File: src/hdl/swdh_pkg.sv
// ----------------------------------------------------------------------------
// swdh_pkg
// Shared types and constants for the SWD host transfer engine.
// ----------------------------------------------------------------------------
package swdh_pkg;

    localparam int LINE_RESET_BITS = 56;

    typedef logic [6:0] t_bit_idx;

    localparam logic [15:0] SELECT_SEQ       = 16'hE79E;
    localparam logic [7:0]  MAX_RETRIES_RST  = 8'd50;

    typedef enum logic [1:0] {
        OP_TICK       = 2'd0,
        OP_START      = 2'd1,
        OP_LINE_RESET = 2'd2,
        OP_UNUSED     = 2'd3
    } t_op;

    localparam logic [2:0] ACK_OK    = 3'h4;
    localparam logic [2:0] ACK_WAIT  = 3'h2;
    localparam logic [2:0] ACK_FAULT = 3'h1;

    localparam logic [2:0] ST_OK        = 3'd0;
    localparam logic [2:0] ST_WAIT_EXH  = 3'd1;
    localparam logic [2:0] ST_FAULT     = 3'd2;
    localparam logic [2:0] ST_BAD_ACK   = 3'd3;
    localparam logic [2:0] ST_PARITY    = 3'd4;

    typedef enum logic [3:0] {
        PH_IDLE       = 4'd0,
        PH_REQ        = 4'd1,
        PH_TURN_ACK   = 4'd2,
        PH_ACK        = 4'd3,
        PH_TURN_WR    = 4'd4,
        PH_WDATA      = 4'd5,
        PH_WPAR       = 4'd6,
        PH_RDATA      = 4'd7,
        PH_RPAR       = 4'd8,
        PH_TURN_END   = 4'd9,
        PH_TURN_RETRY = 4'd10,
        PH_LR_A       = 4'd11,
        PH_LR_B       = 4'd12
    } t_phase;

    typedef struct packed {
        logic [1:0]  operation;
        logic        ap_not_dp;
        logic        read_not_write;
        logic [1:0]  reg_addr;
        logic [31:0] write_data;
        logic        swdio_in;
    } t_item;

    typedef struct packed {
        logic        swdio_out;
        logic        swdio_oe;
        logic        clock_pulse;
        logic        busy_res;
        logic        done_res;
        logic [2:0]  ack_code;
        logic [2:0]  status;
        logic [31:0] read_data;
    } t_result;

endpackage

File: src/hdl/swdh_in_stage.sv
// ----------------------------------------------------------------------------
// swdh_in_stage
// Input register: holds one accepted item until the engine consumes it.
// ----------------------------------------------------------------------------
module swdh_in_stage (
    input  logic            i_clk,
    input  logic            i_rst_n,
    input  logic            i_valid,
    output logic            o_ready,
    input  swdh_pkg::t_item i_item,
    output logic            o_valid,
    output swdh_pkg::t_item o_item,
    input  logic            i_take
);

    logic            r_valid;
    swdh_pkg::t_item r_item;

    assign o_ready = !r_valid || i_take;
    assign o_valid = r_valid;
    assign o_item  = r_item;

    always_ff @(posedge i_clk) begin
        if (!i_rst_n) begin
            r_valid <= 1'b0;
        end else if (o_ready) begin
            r_valid <= i_valid;
        end
    end

    always_ff @(posedge i_clk) begin
        if (i_valid && o_ready) begin
            r_item <= i_item;
        end
    end

endmodule

File: src/hdl/swdh_core.sv
// ----------------------------------------------------------------------------
// swdh_core
// SWD protocol state machine: advances one SWCLK tick per item and forms
// the result from the updated state.
// ----------------------------------------------------------------------------
module swdh_core (
    input  logic              i_clk,
    input  logic              i_rst_n,
    input  logic              i_cfg_we,
    input  logic [7:0]        i_cfg_wdata,
    input  logic              i_step,
    input  swdh_pkg::t_item   i_item,
    output swdh_pkg::t_result o_result
);

    swdh_pkg::t_phase   r_phase, n_phase;
    swdh_pkg::t_bit_idx r_bit_index, n_bit_index;
    logic [31:0]        r_shift_word, n_shift_word;
    logic [7:0]         r_request_byte, n_request_byte;
    logic [7:0]         r_retry_count, n_retry_count;
    logic [2:0]         r_ack_bits, n_ack_bits;
    logic               r_parity_acc, n_parity_acc;
    logic               r_is_read, n_is_read;
    logic [31:0]        r_held_write_word, n_held_write_word;
    logic [31:0]        r_received_word, n_received_word;
    logic [7:0]         r_max_wait_retries;

    logic               clk_pulse;
    logic               done;
    logic [2:0]         status;
    logic [2:0]         final_status;
    logic               req_parity;
    logic               dout;
    logic               doe;
    swdh_pkg::t_bit_idx seq_off;

    always_comb begin
        if (r_ack_bits == swdh_pkg::ACK_OK) begin
            final_status = (r_is_read && r_parity_acc) ? swdh_pkg::ST_PARITY
                                                       : swdh_pkg::ST_OK;
        end else if (r_ack_bits == swdh_pkg::ACK_WAIT) begin
            final_status = swdh_pkg::ST_WAIT_EXH;
        end else if (r_ack_bits == swdh_pkg::ACK_FAULT) begin
            final_status = swdh_pkg::ST_FAULT;
        end else begin
            final_status = swdh_pkg::ST_BAD_ACK;
        end
    end

    assign req_parity = i_item.ap_not_dp ^ i_item.read_not_write
                      ^ i_item.reg_addr[0] ^ i_item.reg_addr[1];

    // next state
    always_comb begin
        n_phase           = r_phase;
        n_bit_index       = r_bit_index;
        n_shift_word      = r_shift_word;
        n_request_byte    = r_request_byte;
        n_retry_count     = r_retry_count;
        n_ack_bits        = r_ack_bits;
        n_parity_acc      = r_parity_acc;
        n_is_read         = r_is_read;
        n_held_write_word = r_held_write_word;
        n_received_word   = r_received_word;
        clk_pulse         = 1'b1;
        done              = 1'b0;
        status            = swdh_pkg::ST_OK;

        unique case (r_phase)
            swdh_pkg::PH_IDLE: begin
                clk_pulse = 1'b0;
                if (i_item.operation == swdh_pkg::OP_START) begin
                    n_request_byte    = {1'b1, 1'b0, req_parity, i_item.reg_addr,
                                         i_item.read_not_write, i_item.ap_not_dp, 1'b1};
                    n_is_read         = i_item.read_not_write;
                    n_held_write_word = i_item.write_data;
                    n_retry_count     = '0;
                    n_ack_bits        = '0;
                    n_bit_index       = '0;
                    n_phase           = swdh_pkg::PH_REQ;
                end else if (i_item.operation == swdh_pkg::OP_LINE_RESET) begin
                    n_bit_index = '0;
                    n_phase     = swdh_pkg::PH_LR_A;
                end
            end
            swdh_pkg::PH_REQ: begin
                if (r_bit_index >= 7'd7) begin
                    n_phase     = swdh_pkg::PH_TURN_ACK;
                    n_bit_index = '0;
                end else begin
                    n_bit_index = r_bit_index + 7'd1;
                end
            end
            swdh_pkg::PH_TURN_ACK: begin
                n_phase     = swdh_pkg::PH_ACK;
                n_bit_index = '0;
            end
            swdh_pkg::PH_ACK: begin
                if (r_bit_index == 7'd0) begin
                    n_ack_bits = {i_item.swdio_in, 2'b00};
                end else if (r_bit_index == 7'd1) begin
                    n_ack_bits = r_ack_bits | {1'b0, i_item.swdio_in, 1'b0};
                end else if (r_bit_index == 7'd2) begin
                    n_ack_bits = r_ack_bits | {2'b00, i_item.swdio_in};
                end
                if (r_bit_index < 7'd2) begin
                    n_bit_index = r_bit_index + 7'd1;
                end else begin
                    n_bit_index = '0;
                    if (n_ack_bits == swdh_pkg::ACK_OK) begin
                        if (r_is_read) begin
                            n_phase      = swdh_pkg::PH_RDATA;
                            n_shift_word = '0;
                            n_parity_acc = 1'b0;
                        end else begin
                            n_phase = swdh_pkg::PH_TURN_WR;
                        end
                    end else if (n_ack_bits == swdh_pkg::ACK_WAIT
                                 && r_retry_count < r_max_wait_retries) begin
                        n_retry_count = r_retry_count + 8'd1;
                        n_phase       = swdh_pkg::PH_TURN_RETRY;
                    end else begin
                        n_phase = swdh_pkg::PH_TURN_END;
                    end
                end
            end
            swdh_pkg::PH_TURN_WR: begin
                n_phase      = swdh_pkg::PH_WDATA;
                n_bit_index  = '0;
                n_shift_word = r_held_write_word;
                n_parity_acc = ^r_held_write_word;
            end
            swdh_pkg::PH_WDATA: begin
                n_shift_word = {1'b0, r_shift_word[31:1]};
                if (r_bit_index >= 7'd31) begin
                    n_phase     = swdh_pkg::PH_WPAR;
                    n_bit_index = '0;
                end else begin
                    n_bit_index = r_bit_index + 7'd1;
                end
            end
            swdh_pkg::PH_WPAR: begin
                done        = 1'b1;
                status      = final_status;
                n_phase     = swdh_pkg::PH_IDLE;
                n_bit_index = '0;
            end
            swdh_pkg::PH_RDATA: begin
                n_shift_word = {i_item.swdio_in, r_shift_word[31:1]};
                n_parity_acc = r_parity_acc ^ i_item.swdio_in;
                if (r_bit_index >= 7'd31) begin
                    n_phase     = swdh_pkg::PH_RPAR;
                    n_bit_index = '0;
                end else begin
                    n_bit_index = r_bit_index + 7'd1;
                end
            end
            swdh_pkg::PH_RPAR: begin
                n_parity_acc    = r_parity_acc ^ i_item.swdio_in;
                n_received_word = r_shift_word;
                n_phase         = swdh_pkg::PH_TURN_END;
            end
            swdh_pkg::PH_TURN_END: begin
                done        = 1'b1;
                status      = final_status;
                n_phase     = swdh_pkg::PH_IDLE;
                n_bit_index = '0;
            end
            swdh_pkg::PH_TURN_RETRY: begin
                n_phase     = swdh_pkg::PH_REQ;
                n_bit_index = '0;
            end
            swdh_pkg::PH_LR_A: begin
                if (r_bit_index >= 7'(swdh_pkg::LINE_RESET_BITS + 15)) begin
                    n_phase     = swdh_pkg::PH_LR_B;
                    n_bit_index = '0;
                end else begin
                    n_bit_index = r_bit_index + 7'd1;
                end
            end
            swdh_pkg::PH_LR_B: begin
                if (r_bit_index >= 7'(swdh_pkg::LINE_RESET_BITS + 2)) begin
                    done        = 1'b1;
                    n_phase     = swdh_pkg::PH_IDLE;
                    n_bit_index = '0;
                end else begin
                    n_bit_index = r_bit_index + 7'd1;
                end
            end
            default: begin
                clk_pulse   = 1'b0;
                n_phase     = swdh_pkg::PH_IDLE;
                n_bit_index = '0;
            end
        endcase
    end

    assign seq_off = n_bit_index - 7'(swdh_pkg::LINE_RESET_BITS);

    // line drive for the next cycle
    always_comb begin
        dout = 1'b0;
        doe  = 1'b1;
        unique case (n_phase)
            swdh_pkg::PH_REQ: begin
                dout = n_request_byte[n_bit_index[2:0]];
            end
            swdh_pkg::PH_WDATA: begin
                dout = n_shift_word[0];
            end
            swdh_pkg::PH_WPAR: begin
                dout = n_parity_acc;
            end
            swdh_pkg::PH_LR_A: begin
                if (n_bit_index < 7'(swdh_pkg::LINE_RESET_BITS)) begin
                    dout = 1'b1;
                end else begin
                    dout = swdh_pkg::SELECT_SEQ[seq_off[3:0]];
                end
            end
            swdh_pkg::PH_LR_B: begin
                dout = (n_bit_index < 7'(swdh_pkg::LINE_RESET_BITS));
            end
            swdh_pkg::PH_TURN_ACK, swdh_pkg::PH_ACK, swdh_pkg::PH_TURN_WR,
            swdh_pkg::PH_RDATA, swdh_pkg::PH_RPAR, swdh_pkg::PH_TURN_END,
            swdh_pkg::PH_TURN_RETRY: begin
                doe = 1'b0;
            end
            default: begin
                dout = 1'b0;
                doe  = 1'b1;
            end
        endcase
    end

    always_comb begin
        o_result.swdio_out   = dout;
        o_result.swdio_oe    = doe;
        o_result.clock_pulse = clk_pulse;
        o_result.busy_res    = (n_phase != swdh_pkg::PH_IDLE);
        o_result.done_res    = done;
        o_result.ack_code    = n_ack_bits;
        o_result.status      = status;
        o_result.read_data   = n_received_word;
    end

    always_ff @(posedge i_clk) begin
        if (!i_rst_n) begin
            r_max_wait_retries <= swdh_pkg::MAX_RETRIES_RST;
        end else if (i_cfg_we) begin
            r_max_wait_retries <= i_cfg_wdata;
        end
    end

    always_ff @(posedge i_clk) begin
        if (!i_rst_n) begin
            r_phase           <= swdh_pkg::PH_IDLE;
            r_bit_index       <= '0;
            r_shift_word      <= '0;
            r_request_byte    <= '0;
            r_retry_count     <= '0;
            r_ack_bits        <= '0;
            r_parity_acc      <= 1'b0;
            r_is_read         <= 1'b0;
            r_held_write_word <= '0;
            r_received_word   <= '0;
        end else if (i_step) begin
            r_phase           <= n_phase;
            r_bit_index       <= n_bit_index;
            r_shift_word      <= n_shift_word;
            r_request_byte    <= n_request_byte;
            r_retry_count     <= n_retry_count;
            r_ack_bits        <= n_ack_bits;
            r_parity_acc      <= n_parity_acc;
            r_is_read         <= n_is_read;
            r_held_write_word <= n_held_write_word;
            r_received_word   <= n_received_word;
        end
    end

endmodule

File: src/hdl/swdh_out_stage.sv
// ----------------------------------------------------------------------------
// swdh_out_stage
// Result register: holds one result item until the consumer takes it.
// ----------------------------------------------------------------------------
module swdh_out_stage (
    input  logic              i_clk,
    input  logic              i_rst_n,
    input  logic              i_load,
    input  swdh_pkg::t_result i_result,
    output logic              o_can_load,
    output logic              o_valid,
    input  logic              i_ready,
    output swdh_pkg::t_result o_result
);

    logic              r_valid;
    swdh_pkg::t_result r_result;

    assign o_can_load = !r_valid || i_ready;
    assign o_valid    = r_valid;
    assign o_result   = r_result;

    always_ff @(posedge i_clk) begin
        if (!i_rst_n) begin
            r_valid <= 1'b0;
        end else if (o_can_load) begin
            r_valid <= i_load;
        end
    end

    always_ff @(posedge i_clk) begin
        if (i_load) begin
            r_result <= i_result;
        end
    end

endmodule

File: src/hdl/swd_host_transfer_engine_unit.sv
// ----------------------------------------------------------------------------
// swd_host_transfer_engine_unit
// SWD host transfer engine: one item is one SWCLK tick; the engine walks
// request, ACK, data and line reset phases and reports one result per item.
// ----------------------------------------------------------------------------
// Path: an accepted item is held in the input reg, then its result in the result reg.
// Throughput: 1 item per cycle while results are taken; the protocol state machine steps once per item.
// Reset (i_rst_n low, synchronous): both stages empty, engine idle, retry
// limit back to 50, received word cleared.
module swd_host_transfer_engine_unit (
    input  logic        i_clk,
    input  logic        i_rst_n,
    input  logic        i_cfg_we,
    input  logic [7:0]  i_cfg_wdata,
    input  logic        i_in_valid,
    output logic        o_in_ready,
    input  logic [1:0]  i_operation,
    input  logic        i_ap_not_dp,
    input  logic        i_read_not_write,
    input  logic [1:0]  i_reg_addr,
    input  logic [31:0] i_write_data,
    input  logic        i_swdio_in,
    output logic        o_out_valid,
    input  logic        i_out_ready,
    output logic        o_swdio_out,
    output logic        o_swdio_oe,
    output logic        o_clock_pulse,
    output logic        o_busy_res,
    output logic        o_done_res,
    output logic [2:0]  o_ack_code,
    output logic [2:0]  o_status,
    output logic [31:0] o_read_data
);

    swdh_pkg::t_item   in_item;
    swdh_pkg::t_item   held_item;
    swdh_pkg::t_result core_result;
    swdh_pkg::t_result out_result;
    logic              held_valid;
    logic              can_load;
    logic              step;

    assign in_item.operation      = i_operation;
    assign in_item.ap_not_dp      = i_ap_not_dp;
    assign in_item.read_not_write = i_read_not_write;
    assign in_item.reg_addr       = i_reg_addr;
    assign in_item.write_data     = i_write_data;
    assign in_item.swdio_in       = i_swdio_in;

    assign step = held_valid && can_load;

    swdh_in_stage u_in_stage (
        .i_clk   (i_clk),
        .i_rst_n (i_rst_n),
        .i_valid (i_in_valid),
        .o_ready (o_in_ready),
        .i_item  (in_item),
        .o_valid (held_valid),
        .o_item  (held_item),
        .i_take  (step)
    );

    swdh_core u_core (
        .i_clk       (i_clk),
        .i_rst_n     (i_rst_n),
        .i_cfg_we    (i_cfg_we),
        .i_cfg_wdata (i_cfg_wdata),
        .i_step      (step),
        .i_item      (held_item),
        .o_result    (core_result)
    );

    swdh_out_stage u_out_stage (
        .i_clk      (i_clk),
        .i_rst_n    (i_rst_n),
        .i_load     (step),
        .i_result   (core_result),
        .o_can_load (can_load),
        .o_valid    (o_out_valid),
        .i_ready    (i_out_ready),
        .o_result   (out_result)
    );

    assign o_swdio_out   = out_result.swdio_out;
    assign o_swdio_oe    = out_result.swdio_oe;
    assign o_clock_pulse = out_result.clock_pulse;
    assign o_busy_res    = out_result.busy_res;
    assign o_done_res    = out_result.done_res;
    assign o_ack_code    = out_result.ack_code;
    assign o_status      = out_result.status;
    assign o_read_data   = out_result.read_data;

endmodule

File: config.mk
export PLATFORM = sky130hd
export DESIGN_NAME = swd_host_transfer_engine_unit
export DESIGN_NICKNAME = d
export VERILOG_FILES = /design/src/hdl/swdh_pkg.sv /design/src/hdl/swdh_in_stage.sv /design/src/hdl/swdh_core.sv /design/src/hdl/swdh_out_stage.sv /design/src/hdl/swd_host_transfer_engine_unit.sv
export SDC_FILE = /design/constraint.sdc
export NUM_CORES = 1
export LEC_CHECK = 0
export ABC_AREA = 1
export BUFFER_PORTS_ARGS = -buffer_cell sky130_fd_sc_hd__clkbuf_2
export CORE_UTILIZATION = 33
export CTS_BUF_LIST = sky130_fd_sc_hd__clkbuf_4
export CTS_CLUSTER_DIAMETER = 120
export DETAILED_ROUTE_END_ITERATION = 8
export GPL_TIMING_DRIVEN = 0
export PLACE_DENSITY_LB_ADDON = 0.08
export SYNTH_ARGS = -nofsm -noshare
export SYNTH_HDL_FRONTEND = slang
export SYNTH_SLANG_ARGS = --single-unit
File: constraint.sdc
create_clock -name i_clk -period 2.25 [get_ports i_clk]
set_input_delay 0 -clock i_clk [delete_from_list [all_inputs] [get_ports i_clk]]
set_output_delay 0 -clock i_clk [all_outputs]
set_load 0.02 [all_outputs]
==> summary.md, run 1 <==
| Metric | Value |
|---|---|
| Outcome | finished, violations left |
| Failing checks | negative setup slack |
| R2R cell count | 18 |
| Vias post-DR | 10036 |
| # setup viols final | 26 |
| Global Route Usage Sum | 18.9% |
| Routed WL | 31.0 mm |
| Flops & latches, synth | 220 |
| Synth unique cells | 43 |
| Mapped Avg Cell Area | 7.73 sq um |
| Fmax | 0.421 GHz |
| Standard-cell row count | 64 |
| Commonest non-fill, non-tap cell in the layout | nand2_1 |
| Die Y | 180 um |
| Sequential share of power | 44.7% |
| Max_slew headroom | 42.5% |
| Yosys top cell by area | dfxtp_1 |
| Fillers | 3153 |
| CTS H-Tree Depth | 2 |
| Clk root buf | clkbuf_4 |
| Total Nets Final | 1759 |
| Net switching power | 2.92 mW |
| RSZ-0062 raised after global routing | yes |
| CP arrival | 2840 ps |
| Critical path, cell by cell | ha_4, nand4_1, nand2_1, nor2_2, nand2_1, buf_4, buf_4, buf_4, nor2_4, nor2_1, nand2_2, inv_2, nand2_1, nor2_1, nand2_1, nand2_1, nor2_1, nand2_1 |
| Critical Path Max Stage Delay | 370 ps |
| Starting DRT DRC Count | 537 |
| Post-Syn Nets | 1421 |
| Clock Path Buffers | 3 |
| Synth top area share | 26.4% |
| Drt drc | 0 |
| Worst slew pin tran | 861 ps |
| Gate count after technology mapping | 1355 |
| Clock transition at path regs | 70 ps |
| Clock Latency Late Sink | 740 ps |
| Commonest non-fill, non-tap cells in the layout | 282 x nand2_1, 192 x inv_1, 130 x dfxtp_1, 128 x a21oi_1, 115 x dlygate4sd3_1 |
| Area growth syn-to-layout | 39.6% |
| Final WS setup | -125 ps |
| First-pass GRT wire length | 49.2 mm |
| Worst setup SP type | register |
| Starting Density | 33.9% |
| Total power | 9.95 mW |
| Synth Flop Type | dfxtp_1 |
| CTS tree | done |
| Leakage power | 6.40 nW |
| Hold_sp | i_rst_n |
| Vias in the first global route | 9506 |
| Full die area | 32400 sq um |
| Overflow after GRT | 0 |
| Ys async rst share | 0% |
| Fin area | 14600 sq um |
| Crit share post-route | 106% |
| TritonRoute pass-1 iters | 5 |
| I/O Buffers | 95 |
| Setup Skew | 43.2 ps |
| Core footprint | 30900 sq um |
| Final ANT Viol Nets | 0 |
| EDFF count, synth | 82 |
| Placer Congestion | 0.852 |
| Reg2reg setup slack | -120 ps |
| Clock share of power | 38.2% |
| Hold endpoint | u_core.r_retry_count[2] |
| RR Startpoint | u_core.r_bit_index[0] |
| Worst path top cell family by delay | simple AND/OR/NAND/NOR gates |
| Critical path buffer and inverter count | 4 |
| Setup crit end kind | register |
| Max VDD drop | 0.369 mV |
| Fin crit period | 2370 ps |
| Sw Share | 29.3% |
| HPWL Detailed | 20.6 mm |
| PwrDens | 681 nW/um^2 |
| Synth Cell Area | 10500 sq um |
| Die Wd | 180 um |
| Portion of total power attributed to combinational logic | 17.1% |
| Place WS | -873 ps |
| RR Endpoint | u_out_stage.o_result[42] |
| Pins Over Slew Limit | 0 |
| Internal power | 7.03 mW |
| Max-Cap Viols | 0 |
| Slowest-stage cell, CP | dfxtp_4 |
| Initial antenna violation count | 1 |
| Vias per inst | 4.68 |
| Placed Area | 11400 sq um |
| CTS Buf Count | 61 |
| Largest net degree at the start of global routing | 40 |
| CTS Sinks | 220 |
| Top post-synthesis cells by area | dfxtp_1 26%, edfxtp_1 24%, nand2_1 11% |
| I/O pin cnt | 97 |
| HP Class | in -> reg |
| YS warnings | 0 |
| Ratio of cells with drive above 1 in the final layout | 26.1% |
| Critical path class | reg -> reg |
| CP required | 2720 ps |
| CP most frequent cell | nand2_1 |
| Crit-path max FO | 4 |
| Final hold vios | 0 |
| Post-detailed-route wirelength per cell | 14.5 um |
| WHS Path Cells | 5 |
| WHS | 89.2 ps |
| Register area share after synthesis | 49.9% |
| Final setup TNS | -440 ps |
## cell type report
| cell class | count | area [sq um] | area share (%) |
|---|---|---|---|
| Clock buffer | 99 | 743 | 5.08 |
| Timing Repair inverter | 2 | 15.0 | 0.103 |
| Tap cell | 396 | 495 | 3.39 |
| Buffer | 54 | 280 | 1.92 |
| Sequential cell | 220 | 5240 | 35.9 |
| Timing Repair Buffer | 272 | 2150 | 14.7 |
| Clock inverter | 17 | 80.1 | 0.548 |
| Inverter | 225 | 858 | 5.87 |
| Multi-Input combinational cell | 857 | 4750 | 32.5 |
| Antenna cell | 1 | 2.50 | 0.0171 |
## worst max path at each step
| stage | startpoint | to | slack [ps] | cells after the start |
|---|---|---|---|---|
| after CTS | u_core.r_bit_index[1] | u_out_stage.o_result[42] | -110 | 18 |
| after global placement | u_out_stage.o_valid | u_core.r_shift_word[17] | -860 | 7 |
| after global routing | u_core.r_bit_index[0] | u_out_stage.o_result[42] | -260 | 18 |
| final | u_core.r_bit_index[0] | u_out_stage.o_result[42] | -120 | 18 |
| after floorplan | u_core.r_bit_index[1] | u_out_stage.o_result[42] | 7 | 18 |
| after detailed placement | u_out_stage.o_valid | u_core.r_shift_word[25] | -870 | 7 |
## metal layers
metal | routed length [um] | part of all wire [%] | track usage, %
met2 | 13100 | 42 | 28.8
met3 | 1800 | 5.8 | 4.02
met1 | 15500 | 50 | 26.5
met4 | 665 | 2.1 | 6.39
met5 | 0 | 0 | 0
## state kept, by name (all words and copies together), names as in the netlist
signal and flops:
u_in_stage.o_item 39, u_core.r_parity_acc 1, u_out_stage.o_result 43, u_core.r_shift_word 32, u_core.r_received_word 32, u_core.r_phase 4, u_core.r_held_write_word 32, u_core.r_request_byte 8
u_core.r_retry_count 8, u_core.r_max_wait_retries 8, u_out_stage.o_valid 1, u_core.r_ack_bits 3, u_in_stage.o_valid 1, u_core.r_is_read 1, u_core.r_bit_index 7
## cells in the mapped netlist, types with 3 or more instances
cell type,count
nand4_1,19
nand2_1,313
a211oi_1,3
dfxtp_1,138
ha_1,14
nor2_4,4
xor2_1,7
nand3_1,52
nand2_2,5
xnor2_1,7
a21oi_1,134
inv_1,200
clkbuf_1,38
nor2_1,66
inv_2,24
o21ai_0,120
o22ai_1,33
o21ai_1,43
buf_2,13
nor3_1,6
edfxtp_1,82
o21ai_2,3
nor2_2,6
## cells by family after synthesis
| family | synth area share (%) |
|---|---|
| multiplexers | 0.191 |
| AND/OR/NAND/NOR | 19.2 |
| buffers and inverters | 10.3 |
| AO/OA/AOI/OAI | 17.6 |
| XOR/XNOR | 1.17 |
| flip-flops | 49.9 |
| adder cells (fa/ha/maj) | 1.67 |
## worst reg2reg max path, cell delays in order (launching register included)
cell     delay (ps)
dfxtp_4         370
ha_4            170
nand4_1         100
nand2_1          80
nor2_2          140
nand2_1         120
buf_4           150
buf_4           120
buf_4           130
nor2_4          110
nor2_1           70
nand2_2          80
inv_2            60
nand2_1          90
nor2_1           60
nand2_1          60
nand2_1          40
nor2_1          100
nand2_1          70
## power groups by stage
| stage | logic [mW] | clock network, mW | registers, mW |
|---|---|---|---|
| floorplan | 0.792 | 0 | 4.56 |
| global route | 1.88 | 4.14 | 4.47 |
| CTS | 1.60 | 3.93 | 4.45 |
| global placement | 1.20 | 0 | 4.53 |
| detailed placement | 1.21 | 0 | 4.53 |
| finish | 1.70 | 3.80 | 4.45 |
## what timing repair did
item	CTS	global route
buffers inserted	45	13
endpoints found under the setup margin	99	94
cloned	7	0
endpoints found under the hold margin	55	0
pin swaps	37	37
gates resized for setup	141	66
hold buffers	115	0
## metrics by stage
step / std cells / util, %
floorplan: 1355 / -
global placement: 1846 / 37.0
detailed placement: 1846 / 37.0
CTS: 2129 / 46.2
global route: 2143 / 47.3
finish: 2143 / 47.3
(Power assumes the default switching activity.)
==> run 2: changes to the inputs <==
CORE_ASPECT_RATIO = 0.7   (was not set)
CORE_UTILIZATION = 38   (was 33)
==> run 2 against run 1 <==
Compared with the run above: the flow still finishes with violations (negative setup slack); non-clock buffer count shrank 38; combinational power shrank 8%; utilization grew 4.8 points; count of clock-buffer cells in the layout is the same; register-to-register slack lost 40 ps; highest routed layer unchanged; worst setup slack lost 39 ps; clock power shrank 5%; final area shrank 4.2%; hold slack lost 22 ps; critical path type unchanged.
==> summary.md, run 2 (synthesis results as in run 1) <==
| Metric | Value |
|---|---|
| GRT busiest layer | met1 |
| I/O pin cnt | 97 (unchanged) |
| PwrDens | 687 nW/um^2 (+1.0%) |
| Sw Share | 28.4% (-0.95 points) |
| Final hold vios | 0 (unchanged) |
| Hold endpoint | u_core.r_held_write_word[28] |
| M3 GR Usage | 4.72% (+0.69 points) |
| CTS tree | done |
| Routed WL | 31.1 mm (+0.45%) |
| Post-route insts no fill | 2064 (-3.7%) |
| R2R cell count | 15 (-3) |
| CP required | 2720 ps (about the same) |
| Critical Path Max Stage Delay | 390 ps (+20 ps) |
| CP arrival | 2890 ps (+50 ps) |
| Fin area | 14000 sq um (-4.2%) |
| Hold_sp | i_rst_n |
| Full die area | 28200 sq um (-13%) |
| Final ANT Viol Nets | 0 (unchanged) |
| Critical path class | reg -> reg |
| HPWL Detailed | 21.9 mm (+6.0%) |
| Met1 usage | 35.0% (+8.5 points) |
| Commonest non-fill, non-tap cell in the layout | nand2_1 |
| # setup viols final | 37 (+42%) |
| Placed Area | 11400 sq um (-0.35%) |
| Max FFs per register | 43 (unchanged) |
| Crit-path max FO | 8 (+4) |
| Drt drc | 0 (unchanged) |
| Starting DRT DRC Count | 729 (+36%) |
| Max_slew headroom | 42.1% (-0.40 points) |
| CP most frequent cell | nand2_1 |
| Clock share of power | 37.5% (-0.7 points) |
| Ratio of cells with drive above 1 in the final layout | 22.1% (-4.0 points) |
| Global Route Usage Sum | 22.1% (+3.1 points) |
| Net switching power | 2.73 mW (-6.4%) |
| Vias per inst | 4.81 (+2.7%) |
| Max VDD drop | 0.326 mV (-12%) |
| Critical path, cell by cell | inv_4, ha_4, inv_2, nor3_4, nand2_2, o21ai_4, nand4_1, o21ai_2, nand2_1, nand2_1, nand2_1, nand2_2, nand2_1, nor2_1, nand2_1 |
| Worst slew pin tran | 868 ps (+7.30 ps) |
| CTS Sinks | 220 (unchanged) |
| Max-Cap Viols | 0 (unchanged) |
| Outcome | finished, violations left |
| RSZ-0062 raised after global routing | yes |
| Internal power | 6.90 mW (-1.9%) |
| Final setup TNS | -3720 ps (-3280 ps) |
| Pins Over Slew Limit | 0 (unchanged) |
| Clock Path Buffers | 3 (unchanged) |
| Failing checks | negative setup slack |
| Slowest-stage cell, CP | dfxtp_4 |
| Portion of total power attributed to combinational logic | 16.2% (-0.9 points) |
| Setup Skew | 17.2 ps (-26.0 ps) |
| RR Endpoint | u_out_stage.o_result[42] |
| Commonest non-fill, non-tap cells in the layout | 290 x nand2_1, 193 x inv_1, 133 x a21oi_1, 129 x dfxtp_1, 111 x dlygate4sd3_1 |
| Total power | 9.63 mW (-3.2%) |
| GRT met2 Usage | 29.3% (+0.49 points) |
| Starting Density | 38.9% (+5.0 points) |
| Placer Congestion | 0.926 (+8.7%) |
| CTS H-Tree Depth | 2 (unchanged) |
| WHS Path Cells | 4 (-1) |
| Initial antenna violation count | 1 (unchanged) |
| Fin crit period | 2410 ps (+39.5 ps) |
| First-pass GRT wire length | 48.9 mm (-0.67%) |
| Sequential share of power | 46.3% (+1.6 points) |
| Die Wd | 200 um (+11%) |
| Largest net degree at the start of global routing | 40 (unchanged) |
| Core footprint | 26900 sq um (-13%) |
| Area growth syn-to-layout | 33.8% |
| Clock Latency Late Sink | 720 ps (-20 ps) |
| Worst setup SP type | register |
| Crit share post-route | 107% (+1.8 points) |
| Vias in the first global route | 9117 (-4.1%) |
| Standard-cell row count | 50 (-22%) |
| Final WS setup | -164 ps (-39.5 ps) |
| Launch point of the worst path | u_core.r_bit_index[1] |
| TritonRoute pass-1 iters | 5 (unchanged) |
| Clock transition at path regs | 70 ps (about the same) |
| Post-detailed-route wirelength per cell | 15.1 um (+4.3%) |
| Reg2reg setup slack | -160 ps (-40 ps) |
| Die Y | 141 um (-22%) |
| Overflow after GRT | 0 (unchanged) |
| Clk root buf | clkbuf_4 |
| Setup crit end kind | register |
| Leakage power | 6.21 nW (-3.0%) |
| Vias post-DR | 9926 (-1.1%) |
| HP Class | in -> reg |
| I/O Buffers | 95 (unchanged) |
| CTS Buf Count | 57 (-6.6%) |
| RR Startpoint | u_core.r_bit_index[1] |
| Placed Cells | 1814 (-1.7%) |
| Total Nets Final | 1717 (-2.4%) |
| Fmax | 0.414 GHz (-1.6%) |
-- run 2: changes by cell type in the layout (fill, tap and decap cells not counted), moves of 9 or more --
cell,change
nand2_2,-9
buf_4,-21
o21ai_2,-25
o21ai_1,+33
buf_6,-16
-- run 2: what timing repair did --
action | in CTS | in global routing
setup endpoints to repair | 106 | 92
cloned | 2 | 1
hold endpoints to repair | 51 | 0
hold buffers | 111 | 0
gates resized for setup | 72 | 89
setup buffers | 20 | 8
pin swaps | 23 | 29
-- run 2: critical path, delay by kind of cell (launching register included) --
family	cells	cell delay [ps]
buf+inv	2	140
flops	1	390
compound gates	2	330
fa+ha+maj	1	130
simple gates	10	1200
-- run 2: layout make-up --
cell class | instances | area (sq um)
Sequential cell | 220 | 5240
Clock inverter | 7 | 27.5
Antenna cell | 2 | 5.00
Buffer | 54 | 290
Multi-Input combinational cell | 857 | 4550
Fill cell | 2726 | 12900
Timing Repair inverter | 2 | 12.5
Tap cell | 364 | 455
Clock buffer | 99 | 743
Inverter | 225 | 866
Timing Repair Buffer | 234 | 1810
-- run 2: how the worst max path moves through the flow --
stage                               endpoint  slack [ps]  cells after the start
finish              u_out_stage.o_result[42]        -160                     15
global route        u_out_stage.o_result[42]        -270                     17
CTS                 u_out_stage.o_result[42]        -110                     17
detailed placement   u_core.r_shift_word[28]        -720                      7
global placement     u_core.r_shift_word[30]        -700                      7
floorplan           u_out_stage.o_result[42]           7                     18
-- run 2: power by group through the flow --
stage          combinational (mW)  sequential [mW]  clock [mW]
2_1_floorplan               0.792             4.56           0
3_3_place_gp                 1.20             4.53           0
3_5_place_dp                 1.21             4.53           0
4_1_cts                      1.47             4.45        3.73
5_1_grt                      1.72             4.47        3.94
6_report                     1.56             4.45        3.61
-- run 2: routing by layer --
| metal | vias to the layer above | routed length [um] |
|---|---|---|
| li1 | 5070 | - |
| met1 | 4516 | 16700 |
| met2 | 305 | 11700 |
| met3 | 35 | 2270 |
| met4 | 0 | 391 |
| met5 | - | 0 |
-- run 2: through the flow --
stage | utilization [%] | setup slack (ps) | hold WS (ps)
2_1_floorplan | - | 6.63 | 98.9
3_3_place_gp | 42.4 | -704 | 177
3_5_place_dp | 42.4 | -715 | 179
4_1_cts | 50.9 | -112 | 6.01
5_1_grt | 52.1 | -270 | 97.2
6_report | 52.1 | -164 | 67.3
